[src/hdl/fcf_pkg.sv]
`timescale 1ns / 1ps
`default_nettype none
// ----------------------------------------------------------------------------
// fcf_pkg
// Shared types, register codes and command codes of the floppy controller
// command FIFO.
// ----------------------------------------------------------------------------
package fcf_pkg;

   // Command/result byte store
   localparam int FIFO_DEPTH = 16;               // 9..16
   localparam int FIFO_AW    = 4;                // index wraps modulo 16
   localparam logic [FIFO_AW:0] FIFO_LIMIT = (FIFO_AW + 1)'(FIFO_DEPTH);

   // Access kinds
   localparam logic KIND_READ  = 1'b0;
   localparam logic KIND_WRITE = 1'b1;

   // Port offsets
   localparam logic [2:0] PORT_DOR  = 3'd2;
   localparam logic [2:0] PORT_MSR  = 3'd4;
   localparam logic [2:0] PORT_FIFO = 3'd5;
   localparam logic [2:0] PORT_CCR  = 3'd7;

   // Command codes (low nibble of the first byte)
   localparam logic [3:0] OPC_READ_DATA = 4'h6;
   localparam logic [3:0] OPC_RECAL     = 4'h7;
   localparam logic [3:0] OPC_SENSE_INT = 4'h8;
   localparam logic [3:0] OPC_READ_ID   = 4'hA;
   localparam logic [3:0] OPC_SEEK      = 4'hF;

   // Main status values
   localparam logic [7:0] MSR_IDLE   = 8'h80;
   localparam logic [7:0] MSR_RESULT = 8'hC0;
   localparam logic [7:0] MSR_DONE   = 8'hA0;
   localparam logic [7:0] MSR_BUSY   = 8'h10;

   localparam logic [7:0] DOR_KEEP_MASK = 8'hFB;   // bit 2 is never stored
   localparam logic [7:0] MAX_SECTORS   = 8'd128;
   localparam logic [7:0] SECTOR_FIXED  = 8'd1;    // current sector never moves
   localparam logic [7:0] SIZE_CODE_512 = 8'd2;    // 512-byte sectors
   localparam logic [3:0] ID_RESULT_LEN = 4'd7;
   localparam logic [3:0] SENSE_RESULT_LEN = 4'd2;
   localparam logic [3:0] RECAL_RESULT_LEN = 4'd1;
   localparam logic [3:0] MAX_CMD_LEN   = 4'd9;

   typedef struct packed {
      logic       kind;
      logic [2:0] port_offset;
      logic [7:0] write_data;
   } req_type;

   typedef struct packed {
      logic [7:0]  read_data;
      logic        irq_level;
      logic        dma_start;
      logic [31:0] dma_block;
      logic [7:0]  dma_count;
      logic        access_error;
   } rsp_type;

   // Command length in bytes; zero for an unknown code
   function automatic logic [3:0] cmd_length(input logic [3:0] code);
      logic [3:0] len;
      case (code)
         OPC_READ_DATA: len = MAX_CMD_LEN;
         OPC_RECAL:     len = 4'd2;
         OPC_SENSE_INT: len = 4'd1;
         OPC_READ_ID:   len = 4'd2;
         OPC_SEEK:      len = 4'd3;
         default:       len = 4'd0;
      endcase
      return len;
   endfunction

endpackage
`default_nettype wire

[src/hdl/fcf_lba.sv]
`timescale 1ns / 1ps
`default_nettype none
// ----------------------------------------------------------------------------
// fcf_lba
// Linear block address: 36*cyl + 18*head + sector - 1, modulo 2^32.
// ----------------------------------------------------------------------------
module fcf_lba
   import fcf_pkg::*;
(
   input  wire logic [7:0]  cyl,
   input  wire logic [7:0]  head,
   input  wire logic [7:0]  sector,
   output logic      [31:0] lba
);

   logic [13:0] sum;   // at most 9180 + 4590 + 255

   // constant multiplies as shift-adds
   assign sum = {1'b0, cyl, 5'd0} + {4'd0, cyl, 2'd0}
              + {2'd0, head, 4'd0} + {5'd0, head, 1'b0}
              + {6'd0, sector};
   assign lba = {18'd0, sum} - 32'd1;

endmodule
`default_nettype wire

[src/hdl/fcf_core.sv]
`timescale 1ns / 1ps
`default_nettype none
// ----------------------------------------------------------------------------
// fcf_core
// Controller state and the per-access update: registers, command assembly,
// command execution and result building. State moves on step.
// ----------------------------------------------------------------------------
module fcf_core
   import fcf_pkg::*;
(
   input  wire logic    clock,
   input  wire logic    reset,
   input  wire logic    step,
   input  wire req_type item,
   output rsp_type      result
);

   logic [7:0]         msr_ff, msr_in;
   logic [7:0]         dor_ff, dor_in;
   logic [7:0]         fifo_ff [FIFO_DEPTH];
   logic [7:0]         fifo_in [FIFO_DEPTH];
   logic [FIFO_AW-1:0] idx_ff, idx_in;
   logic [3:0]         len_ff, len_in;
   logic [7:0]         cyl_ff, cyl_in;
   logic [7:0]         head_ff, head_in;
   logic               irq_ff, irq_in;

   logic [7:0]         fwd [7];      // command bytes 0..6 with this write applied
   logic               fifo_wr;
   logic               idx_ok;
   logic [FIFO_AW-1:0] idx_inc;
   logic [3:0]         new_len;
   logic [3:0]         len_eff;
   logic [31:0]        lba;

   assign fifo_wr = (item.kind == KIND_WRITE) && (item.port_offset == PORT_FIFO);
   assign idx_ok  = {1'b0, idx_ff} < FIFO_LIMIT;
   assign idx_inc = idx_ff + 1'b1;
   assign new_len = cmd_length(item.write_data[3:0]);

   always_comb begin
      for (int k = 0; k < 7; k++) begin
         fwd[k] = (fifo_wr && idx_ff == FIFO_AW'(k)) ? item.write_data : fifo_ff[k];
      end
   end

   fcf_lba u_lba (
      .cyl    (fwd[2]),
      .head   (fwd[3]),
      .sector (fwd[4]),
      .lba    (lba)
   );

   always_comb begin
      msr_in  = msr_ff;
      dor_in  = dor_ff;
      fifo_in = fifo_ff;
      idx_in  = idx_ff;
      len_in  = len_ff;
      cyl_in  = cyl_ff;
      head_in = head_ff;
      irq_in  = irq_ff;
      len_eff = len_ff;
      result  = '0;

      if (item.kind == KIND_READ) begin
         case (item.port_offset)
            PORT_MSR: result.read_data = msr_ff;
            PORT_DOR: result.read_data = dor_ff;
            PORT_FIFO: begin
               result.read_data = idx_ok ? fifo_ff[idx_ff] : 8'd0;
               idx_in = idx_inc;
               if ({1'b0, idx_inc} >= {1'b0, len_ff} || idx_inc == '0) begin
                  msr_in = MSR_DONE;
                  idx_in = '0;
                  irq_in = 1'b0;
               end
            end
            default: result.access_error = 1'b1;
         endcase
      end else begin
         case (item.port_offset)
            PORT_DOR: begin
               if (!item.write_data[2]) begin
                  msr_in = MSR_IDLE;
                  idx_in = '0;
                  len_in = '0;
                  irq_in = 1'b1;
               end
               dor_in = item.write_data & DOR_KEEP_MASK;
            end
            PORT_FIFO: begin
               if (idx_ff == '0 && new_len == '0) begin
                  // unknown command code: byte dropped
                  result.access_error = 1'b1;
               end else begin
                  if (idx_ff == '0) begin
                     len_eff = new_len;
                     msr_in  = msr_ff | MSR_BUSY;
                  end
                  len_in = len_eff;
                  if (idx_ok) begin
                     fifo_in[idx_ff] = item.write_data;
                  end
                  idx_in = idx_inc;
                  if ({1'b0, idx_inc} >= {1'b0, len_eff} || idx_inc == '0) begin
                     case (fwd[0][3:0])
                        OPC_READ_DATA: begin
                           if (fwd[6] > MAX_SECTORS) begin
                              idx_in = '0;
                              len_in = '0;
                              msr_in = MSR_IDLE;
                              result.access_error = 1'b1;
                           end else begin
                              cyl_in  = fwd[2];
                              head_in = fwd[3];
                              result.dma_start = 1'b1;
                              result.dma_block = lba;
                              result.dma_count = fwd[6];
                              fifo_in[0] = 8'd0;
                              fifo_in[1] = 8'd0;
                              fifo_in[2] = 8'd0;
                              fifo_in[3] = fwd[2];
                              fifo_in[4] = fwd[3];
                              fifo_in[5] = SECTOR_FIXED;
                              fifo_in[6] = SIZE_CODE_512;
                              len_in = ID_RESULT_LEN;
                              idx_in = '0;
                              msr_in = MSR_RESULT;
                              irq_in = 1'b1;
                           end
                        end
                        OPC_RECAL: begin
                           cyl_in = 8'd0;
                           msr_in = MSR_IDLE;
                           len_in = RECAL_RESULT_LEN;
                           idx_in = '0;
                           irq_in = 1'b1;
                        end
                        OPC_SENSE_INT: begin
                           msr_in = MSR_RESULT;
                           len_in = SENSE_RESULT_LEN;
                           idx_in = '0;
                           fifo_in[0] = 8'd0;
                           fifo_in[1] = cyl_ff;
                           irq_in = 1'b0;
                        end
                        OPC_READ_ID: begin
                           fifo_in[0] = 8'd0;
                           fifo_in[1] = 8'd0;
                           fifo_in[2] = 8'd0;
                           fifo_in[3] = cyl_ff;
                           fifo_in[4] = head_ff;
                           fifo_in[5] = SECTOR_FIXED;
                           fifo_in[6] = SIZE_CODE_512;
                           len_in = ID_RESULT_LEN;
                           idx_in = '0;
                           msr_in = MSR_RESULT;
                           irq_in = 1'b1;
                        end
                        OPC_SEEK: begin
                           head_in = {2'b00, fwd[1][7:2]};
                           cyl_in  = fwd[2];
                           len_in  = '0;
                           idx_in  = '0;
                           msr_in  = MSR_DONE;
                           irq_in  = 1'b1;
                        end
                        default: begin
                           // bytes completed over a pending result
                           idx_in = '0;
                           len_in = '0;
                           msr_in = MSR_IDLE;
                           result.access_error = 1'b1;
                        end
                     endcase
                  end
               end
            end
            PORT_CCR: ;   // accepted, not stored
            default: result.access_error = 1'b1;
         endcase
      end

      result.irq_level = irq_in;
   end

   always_ff @(posedge clock) begin
      if (reset) begin
         msr_ff  <= MSR_IDLE;
         dor_ff  <= '0;
         idx_ff  <= '0;
         len_ff  <= '0;
         cyl_ff  <= '0;
         head_ff <= '0;
         irq_ff  <= 1'b0;
         for (int k = 0; k < FIFO_DEPTH; k++) begin
            fifo_ff[k] <= '0;
         end
      end else if (step) begin
         msr_ff  <= msr_in;
         dor_ff  <= dor_in;
         idx_ff  <= idx_in;
         len_ff  <= len_in;
         cyl_ff  <= cyl_in;
         head_ff <= head_in;
         irq_ff  <= irq_in;
         fifo_ff <= fifo_in;
      end
   end

   // every status value keeps the ready bit set
   assert property (@(posedge clock) disable iff (reset) msr_ff[7])
      else $error("main status lost its ready bit");

   // no command or result is longer than read data
   assert property (@(posedge clock) disable iff (reset) len_ff <= MAX_CMD_LEN)
      else $error("fifo length beyond longest command");

   // only read data moves the head without a seek
   assert property (@(posedge clock) disable iff (reset)
      step && !result.dma_start && !(fifo_wr && fwd[0][3:0] == OPC_SEEK)
      |=> $stable(head_ff))
      else $error("head changed outside seek or read data");

endmodule
`default_nettype wire

[src/hdl/floppy_controller_command_fifo.sv]
`timescale 1ns / 1ps
`default_nettype none
// ----------------------------------------------------------------------------
// floppy_controller_command_fifo
// Host register block of a floppy controller: DOR, MSR, command/result FIFO
// with command execution and DMA sector requests.
// ----------------------------------------------------------------------------
// One host byte access is taken per clock while responses are drained, and
// each gives exactly one response item. An access is captured in an input
// register; once the response register is free or being drained, the
// controller state (MSR, DOR, the 16-byte command/result FIFO, index, length,
// cylinder, head, IRQ) is updated and the response is loaded; sustained
// throughput is one item per cycle while the response side keeps up.
// fcf_core forms the state update combinationally, holding the command decode
// and the 36*cyl + 18*head + sector - 1 address adder.
// Reads return MSR (offset 4), DOR (2) or the next FIFO result byte (5);
// writes go to DOR (2), the FIFO (5) or the accepted-but-ignored CCR (7).
// A read data command with a count of 128 or less reports rsp_dma_start with
// the starting block and sector count. Unknown ports, unknown command codes,
// oversized counts and command bytes completed over a pending result report
// rsp_access_error. rsp_irq_level is the interrupt line after the access.
// No warm-up after reset is needed.
// ----------------------------------------------------------------------------
module floppy_controller_command_fifo
   import fcf_pkg::*;
(
   input  wire logic        clock,
   input  wire logic        reset,

   input  wire logic        req_valid,
   output logic             req_ready,
   input  wire logic        req_kind,
   input  wire logic [2:0]  req_port_offset,
   input  wire logic [7:0]  req_write_data,

   output logic             rsp_valid,
   input  wire logic        rsp_ready,
   output logic [7:0]       rsp_read_data,
   output logic             rsp_irq_level,
   output logic             rsp_dma_start,
   output logic [31:0]      rsp_dma_block,
   output logic [7:0]       rsp_dma_count,
   output logic             rsp_access_error
);

   // input register
   logic    in_valid_ff, in_valid_in;
   req_type in_item_ff, in_item_in;

   // response register
   logic    out_valid_ff, out_valid_in;
   rsp_type out_item_ff, out_item_in;

   logic    req_take;
   logic    advance;     // item moves from input to response register
   rsp_type core_result;

   assign advance   = in_valid_ff && (!out_valid_ff || rsp_ready);
   assign req_ready = !in_valid_ff || advance;
   assign req_take  = req_valid && req_ready;

   always_comb begin
      in_valid_in = in_valid_ff;
      in_item_in  = in_item_ff;
      if (req_take) begin
         in_valid_in = 1'b1;
         in_item_in  = '{kind: req_kind, port_offset: req_port_offset,
                         write_data: req_write_data};
      end else if (advance) begin
         in_valid_in = 1'b0;
      end

      out_valid_in = out_valid_ff;
      out_item_in  = out_item_ff;
      if (advance) begin
         out_valid_in = 1'b1;
         out_item_in  = core_result;
      end else if (rsp_ready) begin
         out_valid_in = 1'b0;
      end
   end

   fcf_core u_core (
      .clock  (clock),
      .reset  (reset),
      .step   (advance),
      .item   (in_item_ff),
      .result (core_result)
   );

   always_ff @(posedge clock) begin
      if (reset) begin
         in_valid_ff  <= 1'b0;
         out_valid_ff <= 1'b0;
      end else begin
         in_valid_ff  <= in_valid_in;
         out_valid_ff <= out_valid_in;
      end
   end

   always_ff @(posedge clock) begin
      in_item_ff  <= in_item_in;
      out_item_ff <= out_item_in;
   end

   assign rsp_valid        = out_valid_ff;
   assign rsp_read_data    = out_item_ff.read_data;
   assign rsp_irq_level    = out_item_ff.irq_level;
   assign rsp_dma_start    = out_item_ff.dma_start;
   assign rsp_dma_block    = out_item_ff.dma_block;
   assign rsp_dma_count    = out_item_ff.dma_count;
   assign rsp_access_error = out_item_ff.access_error;

   // a DMA request is never flagged as an error
   assert property (@(posedge clock) disable iff (reset)
      rsp_valid && rsp_dma_start |-> !rsp_access_error)
      else $error("dma request together with access error");

   // without a DMA request the block and count stay clear
   assert property (@(posedge clock) disable iff (reset)
      rsp_valid && !rsp_dma_start |-> rsp_dma_block == '0 && rsp_dma_count == '0)
      else $error("dma fields set without dma start");

   // an item that reaches the response register shows up on the next cycle
   assert property (@(posedge clock) disable iff (reset)
      advance |=> rsp_valid)
      else $error("advanced item missing from response register");

endmodule
`default_nettype wire

[config.mk]
export PLATFORM = sky130hd
export DESIGN_NAME = floppy_controller_command_fifo
export DESIGN_NICKNAME = d
export VERILOG_FILES = /design/src/hdl/fcf_pkg.sv /design/src/hdl/fcf_lba.sv /design/src/hdl/fcf_core.sv /design/src/hdl/floppy_controller_command_fifo.sv
export SDC_FILE = /design/constraint.sdc
export NUM_CORES = 1
export LEC_CHECK = 0
export BUFFER_PORTS_ARGS = -buffer_cell sky130_fd_sc_hd__clkbuf_2
export CORE_ASPECT_RATIO = 1.5
export CORE_UTILIZATION = 50
export DETAILED_ROUTE_END_ITERATION = 6
export GPL_ROUTABILITY_DRIVEN = 1
export PLACE_DENSITY = 0.67
export SYNTH_ARGS = -nofsm -noshare
export SYNTH_HDL_FRONTEND = slang
export SYNTH_SLANG_ARGS = --single-unit
[constraint.sdc]
create_clock -name clock -period 6.1 [get_ports clock]
set_clock_uncertainty 0.1 [all_clocks]
set_input_delay 1.22 -clock clock [delete_from_list [all_inputs] [get_ports clock]]
set_output_delay 1.22 -clock clock [all_outputs]
set_load 0.01 [all_outputs]
==> impl_metrics.toml <==
[status]
status = "completed"

[die]
fp.dieH_microns = 191
start_util_pct = 51.4
die_area_sq_um = 24400
rows = 68
core_sq_um = 23100
die_x_microns = 128
ios = 69

[logic_synthesis]
yosys-top-cells-count = "166 x dfxtp_1, 157 x nand2_1, 101 x nor2_1"
synth_area_leaders = "dfxtp_1 28%, edfxtp_1 12%, mux4_2 7.6%"
ys_ff_latch = 212
synth_area_sq_um = 11900
yosysSeqAreaShare_pct = 39.6
synthFlopType = "dfxtp_1"
yosysTopAreaCell = "dfxtp_1"
synth_top_area_share_pct = 27.9
synthDistinctLibCells = 82
synth-edff-count = 46
async_reset_ff_share_pct = 0
avgSynthCellArea_sq_um = 9.70
yosys_warnings = 0
synth_cells = 1226
synth.net_count = 1298
yosys.cell_count.top_type = "dfxtp_1"

[cells_and_area]
antennaDiodeCount = 0
design_area_sq_um = 13100
fin_nets = 1326
finalNonFillerCells = 1583
drive_above_1_share_pct = 17.2
area_growth_syn_to_layout_pct = 10.3
fin_util_pct = 56.7

[clock_network]
cts_hold_buffers = 0
cts_buffers = 22
clkTransAtPathRegs_ns = 0.06
root_buffer = "clkbuf_16"
clock_latency_ns = 0.52
post_cts_buffers = 0
clockBufferDepth = 3
cts-resized-gates = 0
clock_sinks = 212
tritoncts = "built"
htree_levels = 1

[detailed_routing]
drt-initial-drc-count = 862
vias = 9897
drc = 0
routedWlPerCell_microns = 22.6
drt_pass1_iterations = 5
routed_wirelength_microns = 35800
ant_nets = 0
via_per_inst = 6.25

[sta]
rsz0062_at_grt = "false"
worstMarginPinSlew_ns = 1.05
relSlewSlack_pct = 29.6
drv_slew = 0
hold_ws_ns = 0.349
tns_ns = 0
post-route-period-util_pct = 89.5
setup_viol = 0
setup_slack_ns = 0.639
min_period_ns = 5.46
fmax_mhz = 183
hold_violations = 0

[worst_setup_path]
startpoint_type = "flop"
reg2regPathDepth = 16
path_delay_family = "adder cells"
cp.required_ns = 6.26
worstReg2RegStart = "u_core.idx_ff[0]$_SDFFE_PP0P_"
criticalPathCategory = "flop to flop"
rr_endpoint = "rsp_dma_block[13]$_SDFFCE_PP0P_"
slowest_delay_ns = 0.60
r2r_slack_ns = 0.64
endpoint_kind = "flop"
path_common_cell = "fa_1"
crit_fanout = 14
arrival_ns = 5.62
crit_chain = "ha_1 -> or3b_1 -> nor2_4 -> mux2_2 -> inv_1 -> fa_1 -> inv_1 -> fa_1 -> fa_1 -> ha_1 -> a21oi_1 -> o211ai_1 -> o41ai_1 -> o21ai_0 -> xnor2_1 -> nor2_1"
critPathBufInv = 2
cp_slowest_cell = "dfxtp_2"

[placement]
pre_cts_ws_ns = 0.648
place_area_sq_um = 12400
routabilityCongestion = 0.942
dp_hpwl_microns = 25700
numPortBuffers = 68
place_inst = 1545

[global_route]
gr-total-overflow = 0
antenna_found_initial = 0
grt_pass1_wl_microns = 55200
grt_pass1_vias = 9610
grt_max_degree = 74
grt_usage_pct = 29.7

[power_and_ir_drop]
power_mw = 2.91
ir_drop_uv = 202
p_leak_nw = 5.13
p_per_area_nw_per_um2 = 222

[hold_path]
hold_path_end = "u_core.fifo_ff[38]$_SDFFE_PP0P_"
min_path_type = "flop to flop"
holdPathStages = 2
worstHoldStart = "u_core.fifo_ff[38]$_SDFFE_PP0P_"

[job]
max_cap_viol_count = 0
-- layer usage --
layer  global-route usage (%)  vias up  wire length [microns]
met2                     51.5      472                  17700
met3                     5.49      158                   2610
li1                         -     4501                      -
met1                     33.0     4766                  13000
met5                        0        -                      0
met4                     19.7        0                   2500
-- where the power goes --
part / internal [mW] / switching, mW / leakage, nW / total (mW)
clock network: 0.741 / 0.552 / 0.338 / 1.29
registers: 1.45 / 0.0239 / 1.78 / 1.47
logic: 0.0404 / 0.101 / 3.01 / 0.142
-- cell usage in the layout, fill, tap and decap left out, types with 5 or more instances in the layout --
cell type / count
a21oi_1: 65
o211ai_1: 5
nand4_1: 14
inv_1: 63
buf_4: 40
o2111ai_1: 5
dfxtp_1: 165
a31oi_1: 5
edfxtp_1: 46
or3_1: 5
clkbuf_2: 68
a22oi_1: 7
xnor2_1: 12
o32ai_1: 23
o31ai_1: 10
mux2i_1: 77
a2111oi_0: 5
clkbuf_1: 7
ha_1: 40
nor3_1: 10
fa_1: 16
o221ai_1: 25
nor2_1: 100
and2_1: 13
nand2_1: 157
nand3b_1: 5
o21a_1: 12
a2bb2oi_1: 13
o22ai_1: 16
mux4_2: 40
nand3_1: 38
xor2_1: 9
clkbuf_16: 24
a211oi_1: 5
o21ai_0: 23
nand2b_1: 8
mux2_2: 14
-- worst max-delay path by stage --
stage                                                 end                     startpoint  depth (start not counted)  slack, ns
after floorplan           rsp_dma_block[13]$_SDFFCE_PP0P_  u_core.idx_ff[0]$_SDFFE_PP0P_                         19       0.77
after global placement    rsp_dma_block[13]$_SDFFCE_PP0P_  u_core.idx_ff[0]$_SDFFE_PP0P_                         16       0.76
after CTS                 rsp_dma_block[13]$_SDFFCE_PP0P_  u_core.idx_ff[0]$_SDFFE_PP0P_                         16       0.63
after detailed placement  rsp_dma_block[13]$_SDFFCE_PP0P_  u_core.idx_ff[0]$_SDFFE_PP0P_                         16       0.65
final                     rsp_dma_block[13]$_SDFFCE_PP0P_  u_core.idx_ff[0]$_SDFFE_PP0P_                         16       0.64
after global routing      rsp_dma_block[13]$_SDFFCE_PP0P_  u_core.idx_ff[0]$_SDFFE_PP0P_                         16       0.29
-- final cells by class --
type	count	area, sq um
tap	315	394
multi-input combinational	847	6460
fill	2089	10000
clock inverter	4	20.0
clock buffer	34	659
inverter	64	240
sequential	212	4710
timing repair buffer	107	636
-- sequential cells by signal (all words and copies together), names as in the netlist --
| signal | flops |
|---|---|
| u_core.msr_ff | 4 |
| rsp_irq_level | 1 |
| u_core.irq_ff | 1 |
| u_core.idx_ff | 4 |
| u_core.len_ff | 4 |
| in_valid_ff | 1 |
| in_item_ff | 12 |
| u_core.dor_ff | 7 |
| u_core.head_ff | 8 |
| rsp_dma_start | 1 |
| rsp_valid | 1 |
| rsp_access_error | 1 |
| u_core.cyl_ff | 8 |
| rsp_dma_block | 15 |
| rsp_read_data | 8 |
| u_core.fifo_ff | 128 |
| rsp_dma_count | 8 |
-- kinds of logic (layout without fill, tap and decap cells) --
kind of cell | count (synthesis) | after routing | share of synthesized area [%]
fa+ha+maj | 56 | 56 | 6.90
xor+xnor | 21 | 21 | 1.55
compound gates | 254 | 254 | 15.6
simple gates | 385 | 385 | 14.9
mux | 131 | 131 | 15.4
flops | 212 | 212 | 39.6
buf+inv | 167 | 209 | 6.15
-- worst min-delay path: cells and delay by family (launching register included) --
| kind | cells | cell delay, ns |
|---|---|---|
| flip-flops | 1 | 0.30 |
| AO/OA/AOI/OAI | 1 | 0.05 |
| AND/OR/NAND/NOR | 1 | 0.05 |
Power figures use the tool's default switching activity.
